`src/sorted_table_equal_range_search_macros.svh`:
```
// Assertion macros for the sorted-table equal-range search block.
// Included by the top level; depends on nothing else.
`ifndef SORTED_TABLE_EQUAL_RANGE_SEARCH_MACROS_SVH
`define SORTED_TABLE_EQUAL_RANGE_SEARCH_MACROS_SVH

// Same-cycle implication, checked outside reset.
`define STSR_ASSERT_NOW(lbl, clk_i, rstn_i, ante, cons, msg) \
    lbl: assert property (@(posedge clk_i) disable iff (!rstn_i) (ante) |-> (cons)) \
        else $error(msg);

// Next-cycle implication, checked outside reset.
`define STSR_ASSERT_NEXT(lbl, clk_i, rstn_i, ante, cons, msg) \
    lbl: assert property (@(posedge clk_i) disable iff (!rstn_i) (ante) |=> (cons)) \
        else $error(msg);

`endif

```
`src/stsr_pkg.sv`:
```
// Shared types and constants of the sorted-table equal-range search block.
// Used by the search engine and the top level; depends on nothing else.
package stsr_pkg;

    localparam int COUNT_W = 11;
    localparam int POS_W   = 10;
    localparam int VALUE_W = 32;
    // Search bounds run from -1 up to the entry count, as signed values.
    localparam int BOUND_W = COUNT_W + 1;
    localparam int PADDR_W = 3;
    localparam int PDATA_W = 32;

    localparam logic MODE_LOAD  = 1'b0;
    localparam logic MODE_QUERY = 1'b1;

    // Register index, taken from paddr[2].
    localparam logic REG_ELEMENT_COUNT = 1'b0;

    typedef struct packed {
        logic                      mode;
        logic [POS_W-1:0]          index;
        logic signed [VALUE_W-1:0] value;
    } req_item_t;

    typedef struct packed {
        logic             found;
        logic [POS_W-1:0] first_pos;
        logic [POS_W-1:0] last_pos;
    } rsp_item_t;

    typedef struct packed {
        logic busy;
        logic done;
    } eng_status_t;

    typedef enum logic [1:0] {
        ST_IDLE,
        ST_LOW,
        ST_HIGH,
        ST_DONE
    } eng_state_t;

endpackage

```
`src/stsr_engine.sv`:
```
// Search engine: two binary searches over the table memory, one probe a cycle.
// Depends on stsr_pkg.
module stsr_engine #(
    parameter int TABLE_DEPTH = 1024
) (
    input  logic                                clk,
    input  logic                                rst_n,
    input  logic                                start,
    input  logic signed [stsr_pkg::VALUE_W-1:0] key,
    input  logic [stsr_pkg::COUNT_W-1:0]        count,
    input  logic [stsr_pkg::VALUE_W-1:0]        rdata,
    input  logic                                take,
    output logic                                rd_en,
    output logic [$clog2(TABLE_DEPTH)-1:0]      rd_addr,
    output stsr_pkg::eng_status_t               status,
    output stsr_pkg::rsp_item_t                 result
);

    import stsr_pkg::*;

    localparam int AW = $clog2(TABLE_DEPTH);

    eng_state_t state_reg, state_next;

    logic                       pend_reg, pend_next;
    logic signed [VALUE_W-1:0]  key_reg, key_next;
    logic signed [BOUND_W-1:0]  n_reg, n_next;
    logic signed [BOUND_W-1:0]  lo_reg, lo_next;
    logic signed [BOUND_W-1:0]  hi_reg, hi_next;
    logic signed [BOUND_W-1:0]  mid_reg, mid_next;
    logic                       hit_reg, hit_next;
    logic signed [BOUND_W-1:0]  first_reg, first_next;
    logic                       hitf_reg, hitf_next;
    logic signed [BOUND_W-1:0]  last_reg, last_next;
    logic                       hitl_reg, hitl_next;

    logic signed [VALUE_W-1:0]  probe;
    logic                       go_low;
    logic                       probe_eq;
    logic signed [BOUND_W-1:0]  lo_step, hi_step, mid_step;
    logic                       hit_step;
    logic signed [BOUND_W:0]    span;
    logic signed [BOUND_W:0]    bsum;
    logic                       more;
    logic signed [BOUND_W-1:0]  n_sat;

    // The count register is limited to the table depth for searching.
    assign n_sat = ((32'(count) > TABLE_DEPTH) ? BOUND_W'(TABLE_DEPTH)
                                               : BOUND_W'(count));

    assign probe    = $signed(rdata);
    assign probe_eq = (probe == key_reg);
    assign go_low   = (state_reg == ST_LOW) ? (probe < key_reg) : (probe <= key_reg);

    // Fold in the probe that returned this cycle, then pick the next midpoint.
    always_comb
    begin
        lo_step  = lo_reg;
        hi_step  = hi_reg;
        hit_step = hit_reg;
        if (pend_reg)
        begin
            if (go_low)
            begin
                lo_step = mid_reg;
                if (state_reg == ST_HIGH)
                begin
                    hit_step = probe_eq;
                end
            end
            else
            begin
                hi_step = mid_reg;
                if (state_reg == ST_LOW)
                begin
                    hit_step = probe_eq;
                end
            end
        end
        span     = {hi_step[BOUND_W-1], hi_step} - {lo_step[BOUND_W-1], lo_step};
        more     = (span > (BOUND_W+1)'(1));
        bsum     = {hi_step[BOUND_W-1], hi_step} + {lo_step[BOUND_W-1], lo_step};
        mid_step = bsum[BOUND_W:1];
    end

    always_comb
    begin
        state_next = state_reg;
        unique case (state_reg)
            ST_IDLE:
            begin
                if (start)
                begin
                    state_next = ST_LOW;
                end
            end
            ST_LOW:
            begin
                if (!more)
                begin
                    state_next = ST_HIGH;
                end
            end
            ST_HIGH:
            begin
                if (!more)
                begin
                    state_next = ST_DONE;
                end
            end
            ST_DONE:
            begin
                if (take)
                begin
                    state_next = ST_IDLE;
                end
            end
            default:
            begin
                state_next = ST_IDLE;
            end
        endcase
    end

    always_comb
    begin
        pend_next  = 1'b0;
        key_next   = key_reg;
        n_next     = n_reg;
        lo_next    = lo_reg;
        hi_next    = hi_reg;
        mid_next   = mid_reg;
        hit_next   = hit_reg;
        first_next = first_reg;
        hitf_next  = hitf_reg;
        last_next  = last_reg;
        hitl_next  = hitl_reg;
        unique case (state_reg)
            ST_IDLE:
            begin
                key_next = key;
                n_next   = n_sat;
                lo_next  = -BOUND_W'(1);
                hi_next  = n_sat;
                hit_next = 1'b0;
            end
            ST_LOW, ST_HIGH:
            begin
                lo_next   = lo_step;
                hi_next   = hi_step;
                hit_next  = hit_step;
                mid_next  = mid_step;
                pend_next = more;
                if (!more)
                begin
                    if (state_reg == ST_LOW)
                    begin
                        first_next = hi_step;
                        hitf_next  = hit_step;
                        lo_next    = -BOUND_W'(1);
                        hi_next    = n_reg;
                        hit_next   = 1'b0;
                    end
                    else
                    begin
                        last_next = lo_step;
                        hitl_next = hit_step;
                    end
                end
            end
            ST_DONE:
            begin
            end
            default:
            begin
            end
        endcase
    end

    always_comb
    begin
        rd_en         = ((state_reg == ST_LOW) || (state_reg == ST_HIGH)) && more;
        rd_addr       = AW'($unsigned(mid_step));
        status.busy   = (state_reg != ST_IDLE);
        status.done   = (state_reg == ST_DONE);
        result.found  = hitf_reg;
        result.first_pos = hitf_reg ? POS_W'($unsigned(first_reg)) : '0;
        result.last_pos  = (hitf_reg && hitl_reg) ? POS_W'($unsigned(last_reg)) : '0;
    end

    always_ff @(posedge clk or negedge rst_n)
    begin
        if (!rst_n)
        begin
            state_reg <= ST_IDLE;
            pend_reg  <= 1'b0;
        end
        else
        begin
            state_reg <= state_next;
            pend_reg  <= pend_next;
        end
    end

    always_ff @(posedge clk)
    begin
        key_reg   <= key_next;
        n_reg     <= n_next;
        lo_reg    <= lo_next;
        hi_reg    <= hi_next;
        mid_reg   <= mid_next;
        hit_reg   <= hit_next;
        first_reg <= first_next;
        hitf_reg  <= hitf_next;
        last_reg  <= last_next;
        hitl_reg  <= hitl_next;
    end

endmodule

```
`config.mk`:
```
export PLATFORM = sky130hd
export DESIGN_NAME = stsr_engine
export DESIGN_NICKNAME = d
export VERILOG_FILES = /design/src/sorted_table_equal_range_search_macros.svh /design/src/stsr_pkg.sv /design/src/stsr_engine.sv
export SDC_FILE = /design/constraint.sdc
export NUM_CORES = 1
export LEC_CHECK = 0
export ABC_AREA = 1
export BUFFER_PORTS_ARGS = -buffer_cell sky130_fd_sc_hd__buf_2
export CAP_MARGIN = 20
export CORE_ASPECT_RATIO = 0.75
export CORE_MARGIN = 2
export CORE_UTILIZATION = 40
export CTS_BUF_LIST = sky130_fd_sc_hd__clkbuf_4 sky130_fd_sc_hd__clkbuf_8 sky130_fd_sc_hd__clkbuf_16
export CTS_CLUSTER_SIZE = 14
export DETAILED_ROUTE_END_ITERATION = 8
export SLEW_MARGIN = 20
export SYNTH_ARGS = -nofsm -noshare
export SYNTH_HDL_FRONTEND = slang
export SYNTH_SLANG_ARGS = --single-unit
export TNS_END_PERCENT = 30
```
`constraint.sdc`:
```
create_clock -name clk -period 6.1 [get_ports clk]
set_input_delay 1.22 -clock clk [delete_from_list [all_inputs] [get_ports clk]]
set_output_delay 1.22 -clock clk [all_outputs]
set_load 0.01 [all_outputs]
```
; ---- Yosys cells after proc, flatten, opt, wreduce, memory -nomap -nowiden
; Cells that the tools add are included.
[classes]
mux = 27
addsub = 2
reduce_logical = 10
n_bitwise = 2
magnitude_cmp = 4
eq_ne = 8
[ops]
columns = op, n
row1 = two-way mux 12 bit, 8
row2 = case mux 12 bit (2 select lines), 2
row3 = equality test 32 bit, 1
row4 = <= comparator 32 bit, 1
row5 = less-than comparator 32 bit, 1
row6 = two-way mux 10 bit, 2
row7 = adder 12 x 12 -> 13 bit, 1
row8 = "greater-than comparator 13 x 2 -> 1 bit, second input constant", 1
row9 = subtractor 12 x 12 -> 13 bit, 1
row10 = "greater-than comparator 11 bit, second input constant", 1
row11 = two-way mux 11 bit, 1
row12 = two-way mux 1 bit, 8
row13 = two-way mux 2 bit, 4
row14 = "inequality test 2 bit, second input constant", 4
row15 = case mux 2 bit (4 select lines), 1
row16 = AND reduction 3 bit, 2
row17 = "equality test 2 bit, second input constant", 2
row18 = AND reduction 4 bit, 1
row19 = nonzero test 2 bit, 2
row20 = "equality test 2 x 1 -> 1 bit, second input constant", 1
row21 = logical AND 1 bit, 2
row22 = logical NOT 2 bit, 1
row23 = NOT 1 bit, 2
row24 = case mux 1 bit (2 select lines), 1
row25 = 2 further kinds, 2
[totals]
in_bits = 79
elab_cells = 65
reg_bits = 106

; ---- Logic depth before layout (Yosys ltp)
[logic_depth]
word_depth = 8
ltp_mapped = 42

; ---- Worst setup path after synthesis
; Ideal clock, no wire load.
[synth_timing]
kind = input -> output
from = input rdata[31] in the netlist's numbering
to = output rd_en
t_arrival_ns = 5.158
path_slack_ns = -0.278
t_required_ns = 4.880
stages = 30
cell_sequence = ha_1 > nand2_1 > nor2_2 > nand2_2 > nor4_4 > nand2_1 > nand2_1 > nand2_1 > nand3_2 > nand2_4 > clkbuf_1 > o21ai_0 > inv_1 > ha_1 > o31ai_1 > nand3_1 > nand2_1 > nand2_1 > o21ai_0 > inv_1 > nand2_1 > nand2_1 > nand2_1 > nand3_1 > nand2_1 > nor2_2 > nand2_2 > nand2_4 > buf_6 > nor2_1
[synth_between]
elab_chain_cells = 7
[synth_lines]
columns = item, line
row1 = start: declaration, stsr_engine.sv:11  ; input logic [stsr_pkg::VALUE_W-1:0] rdata,
row2 = <= comparator 32 bit or less-than comparator 32 bit (tied branches), stsr_engine.sv:53  ; assign go_low = (state_reg == ST_LOW) ? (probe < key_reg) : (probe <= key_reg);
row3 = two-way mux 1 bit *, stsr_engine.sv:53
row4 = two-way mux 12 bit *, stsr_engine.sv:63  ; if (go_low)
row5 = two-way mux 12 bit *, stsr_engine.sv:61  ; if (pend_reg)
row6 = net lo_step[1], stsr_engine.sv:40  ; logic signed [BOUND_W-1:0] lo_step, hi_step, mid_step;
row7 = subtractor 12 x 12 -> 13 bit *, stsr_engine.sv:80  ; span = {hi_step[BOUND_W-1], hi_step} - {lo_step[BOUND_W-1], lo_step};
row8 = greater-than comparator 13 x 2 -> 1 bit *, stsr_engine.sv:81  ; more = (span > (BOUND_W+1)'(1));
row9 = logical AND 1 bit *, stsr_engine.sv:182  ; rd_en = ((state_reg == ST_LOW) || (state_reg == ST_HIGH)) && more;
row10 = end: declaration, stsr_engine.sv:13  ; output logic rd_en,
; The timed path passes the listed nets; every way through them passes the cells marked *.

; ---- Worst setup path after layout
[layout_timing]
from = input rdata[23] in the netlist's numbering
to = output rd_en
; Same word-level chain as after synthesis.

==> key figures <==
Clock tree
  • CTS Buffer Depth: 2
  • Clk slew on worst S/H paths: 0.07 ns
  • CTS sink cnt: between 100 and 150
  • Clock Latency Late Sink: ~0.37 ns
  • Htree depth: 3
  • Total CTS buffers: 9
  • Root Driver: clkbuf_16
  • CTS tree: yes
  • Hold_buf cts: 0

Timing
  • Setup_tns: 0 ns
  • Worst Tran Pin Value: 0.698 ns
  • F_max: 166 MHz
  • Pins Over Slew Limit: 0
  • Clock skew: 0.0126 ns
  • Fin. Hold Viols: 0
  • Final setup viols: 0
  • Unrepaired setup endpoints after global routing: true
  • Final Cycle Share: 98.6%
  • Crit path time final: 6.02 ns
  • Worst relative slew slack: 53.4%
  • Hold slack: 0.588 ns

Finish
  • Layout area overhead: 32.9%
  • # fillers: approximately 1500
  • Max FFs per register: 32
  • Share of layout cells above drive strength 1: 35.4%
  • Antenna diode count: 0
  • Nets@finish: 1080
  • Non-Filler Instances: 1154

Synth
  • Synth top area share: 45.9%
  • Mean Syn Cell Area: 8.68 µm²
  • Post-synth top cells: 214 x nand2_1, 130 x inv_1, 102 x edfxtp_1
  • FFs w/ async S/R, synth: 2.86%
  • Post-synth EDFFs: 102
  • Mapped Nets: 910
  • Mapped Cells: 769
  • Ys flop type: edfxtp_1
  • Post-synth cell types: 39
  • Post-synthesis sequential area ratio: 47.0%
  • Yosys warns: 0
  • Most common cell in the synthesized netlist: nand2_1
  • Top cells by area, synth: edfxtp_1 46%, nand2_1 12%, ha_1 11%
  • Seq cells post-synth: 105
  • Synth area leader: edfxtp_1
  • Mapped Area: 6680 µm²

Global routing
  • Met2 global-route usage: 29.7%
  • First-pass GRT wire length: 26800 µm
  • Met3 Usage GRT: under 10%
  • Overall routing resource usage: 19.6%
  • Met1 Resource Use GR: 28.9%
  • Largest net degree at the start of global routing: 44
  • Initial antenna violation count: 0
  • GRT overflow: 0
  • Vias in the first global route: 5135
  • Global route hottest layer: met2

Die
  • Die Ht: 116 µm
  • Number of I/O pins: 113
  • Die width: 153 µm
  • Die area: 17700 µm²
  • Num rows: 40
  • Core area: approximately 16000 µm²
  • Initial Utilization: 41.3%

Worst setup path
  • Max Fanout on Critical Path: 5
  • Kind of critical path: in -> out
  • Worst setup path end: rd_en
  • RR Startpoint: key_reg[31]$_DFFE_PN_
  • Most frequent CP cell: nand2_2
  • Startpoint Class: primary input
  • R2R setup slack: roughly 1.4 ns
  • CP startpoint: rdata[23]
  • Levels on crit path: 32
  • Crit path required time: 4.88 ns
  • Crit path DAT: 4.80 ns
  • Top delay family on crit path: simple AND/OR/NAND/NOR gates
  • Cell depth of the worst flop-to-flop path: 35
  • Critical Path End Type: output pin
  • Reg2reg end: lo_reg[5]$_SDFFCE_PP1P_
  • CP Buf/Inv Count: 7
  • CP max stage delay: between 0.3 and 0.4 ns
  • Crit-path slowest cell: nor4_4

Route
  • DRT iter0 DRCs: 385
  • TritonRoute pass-1 iters: 5
  • DR vias/cell: 4.71
  • Drt wl/cell: 14.9 µm
  • Routed Antenna Nets: 0
  • # DRC: 0
  • Via Count: 5436
  • Post-Route WL: 17200 µm

Placed design
  • DP Cell Count: ~1100
  • PortBufs: between 100 and 150
  • Post-DP HPWL: 12700 µm
  • Placer Congestion: 0.899

Hold path
  • HP Start: state_reg[1]$_DFFE_PN0P_
  • Worst min path class: reg -> reg

Outcome
  • Status: finished, final reports clean

Flow run
  • Maxcap violations: 0
[metal layers]
| layer | vias to the layer above | routed length (µm) |
|---|---|---|
| met3 | 22 | 981 |
| met5 | - | 0 |
| met2 | 157 | 7550 |
| met4 | 0 | 287 |
| met1 | 2461 | 8360 |
| li1 | 2796 | - |
[how the worst min path moves through the flow]
stage	endpoint	slack, ns	cells after the start
finish	state_reg[1]$_DFFE_PN0P_	0.59	2
global route	state_reg[1]$_DFFE_PN0P_	0.62	2
CTS	state_reg[1]$_DFFE_PN0P_	0.58	2
detailed placement	state_reg[1]$_DFFE_PN0P_	0.56	2
global placement	state_reg[1]$_DFFE_PN0P_	0.56	2
floorplan	state_reg[1]$_DFFE_PN0P_	0.51	2
[logic make-up (layout without fill, tap and decap cells)]
logic type / after synthesis / count (layout) / share of synthesized area [%]
XOR/XNOR: 13 / 13 / 1.71
flip-flops: 105 / 105 / 47.0
AO/OA/AOI/OAI: 70 / 70 / 5.70
AND/OR/NAND/NOR: 359 / 359 / 23.8
buffers and inverters: 160 / 335 / 9.95
adder cells (fa/ha/maj): 62 / 62 / 11.8
[what timing repair did]
item                                    in CTS  in global routing
buffers inserted                             2                  8
gates resized for setup                     50                 80
endpoints found under the hold margin        0                  0
endpoints found under the setup margin       5                  5
pin swaps                                   20                 44
[worst register-to-register path: cells and delay by family, from the launching register on]
kind | cells | cell delay, ns
adders and majority gates | 3 | 0.80
DFF | 1 | 0.33
buffers and inverters | 7 | 1.01
AOI/OAI and AO/OA | 2 | 0.19
and+or+nand+nor | 23 | 2.11
[through the flow]
step / instance area [µm²] / utilization, % / setup slack (ns)
global route: 8870 / 54.9 / -0.155
detailed placement: 7830 / 48.4 / -0.295
CTS: 8390 / 51.9 / 0.00102
finish: 8870 / 54.9 / 0.0826
global placement: 7830 / 48.4 / -0.227
floorplan: 6690 / - / 0.0180
[layout by cell type (no fill, tap or decap), types with 5 or more instances in the layout]
cell       instances
nand2_1          192
inv_1            122
buf_2            107
edfxtp_1         102
buf_4             68
nor2_1            41
nand2_2           39
ha_1              38
nand3_1           32
a21oi_1           22
ha_4              19
o21ai_0           18
xor2_1            10
nand2_4           10
clkbuf_16          9
a21oi_2            8
nand4_1            8
or2_2              8
inv_2              8
buf_6              8
o21ai_2            5
nor2_4             5
[layout make-up]
cell class	instances	area, µm²	area share (%)
multi-input combinational	504	3440	38.8
sequential	105	3140	35.4
timing repair buffer	186	1190	13.4
clock buffer	9	225	2.54
inverter	133	502	5.66
clock inverter	7	109	1.23
tap	210	263	2.96
Power is left out: the tool's default activity adds up to more than one toggle a clock period on the data nets, which glitch-free logic cannot reach.
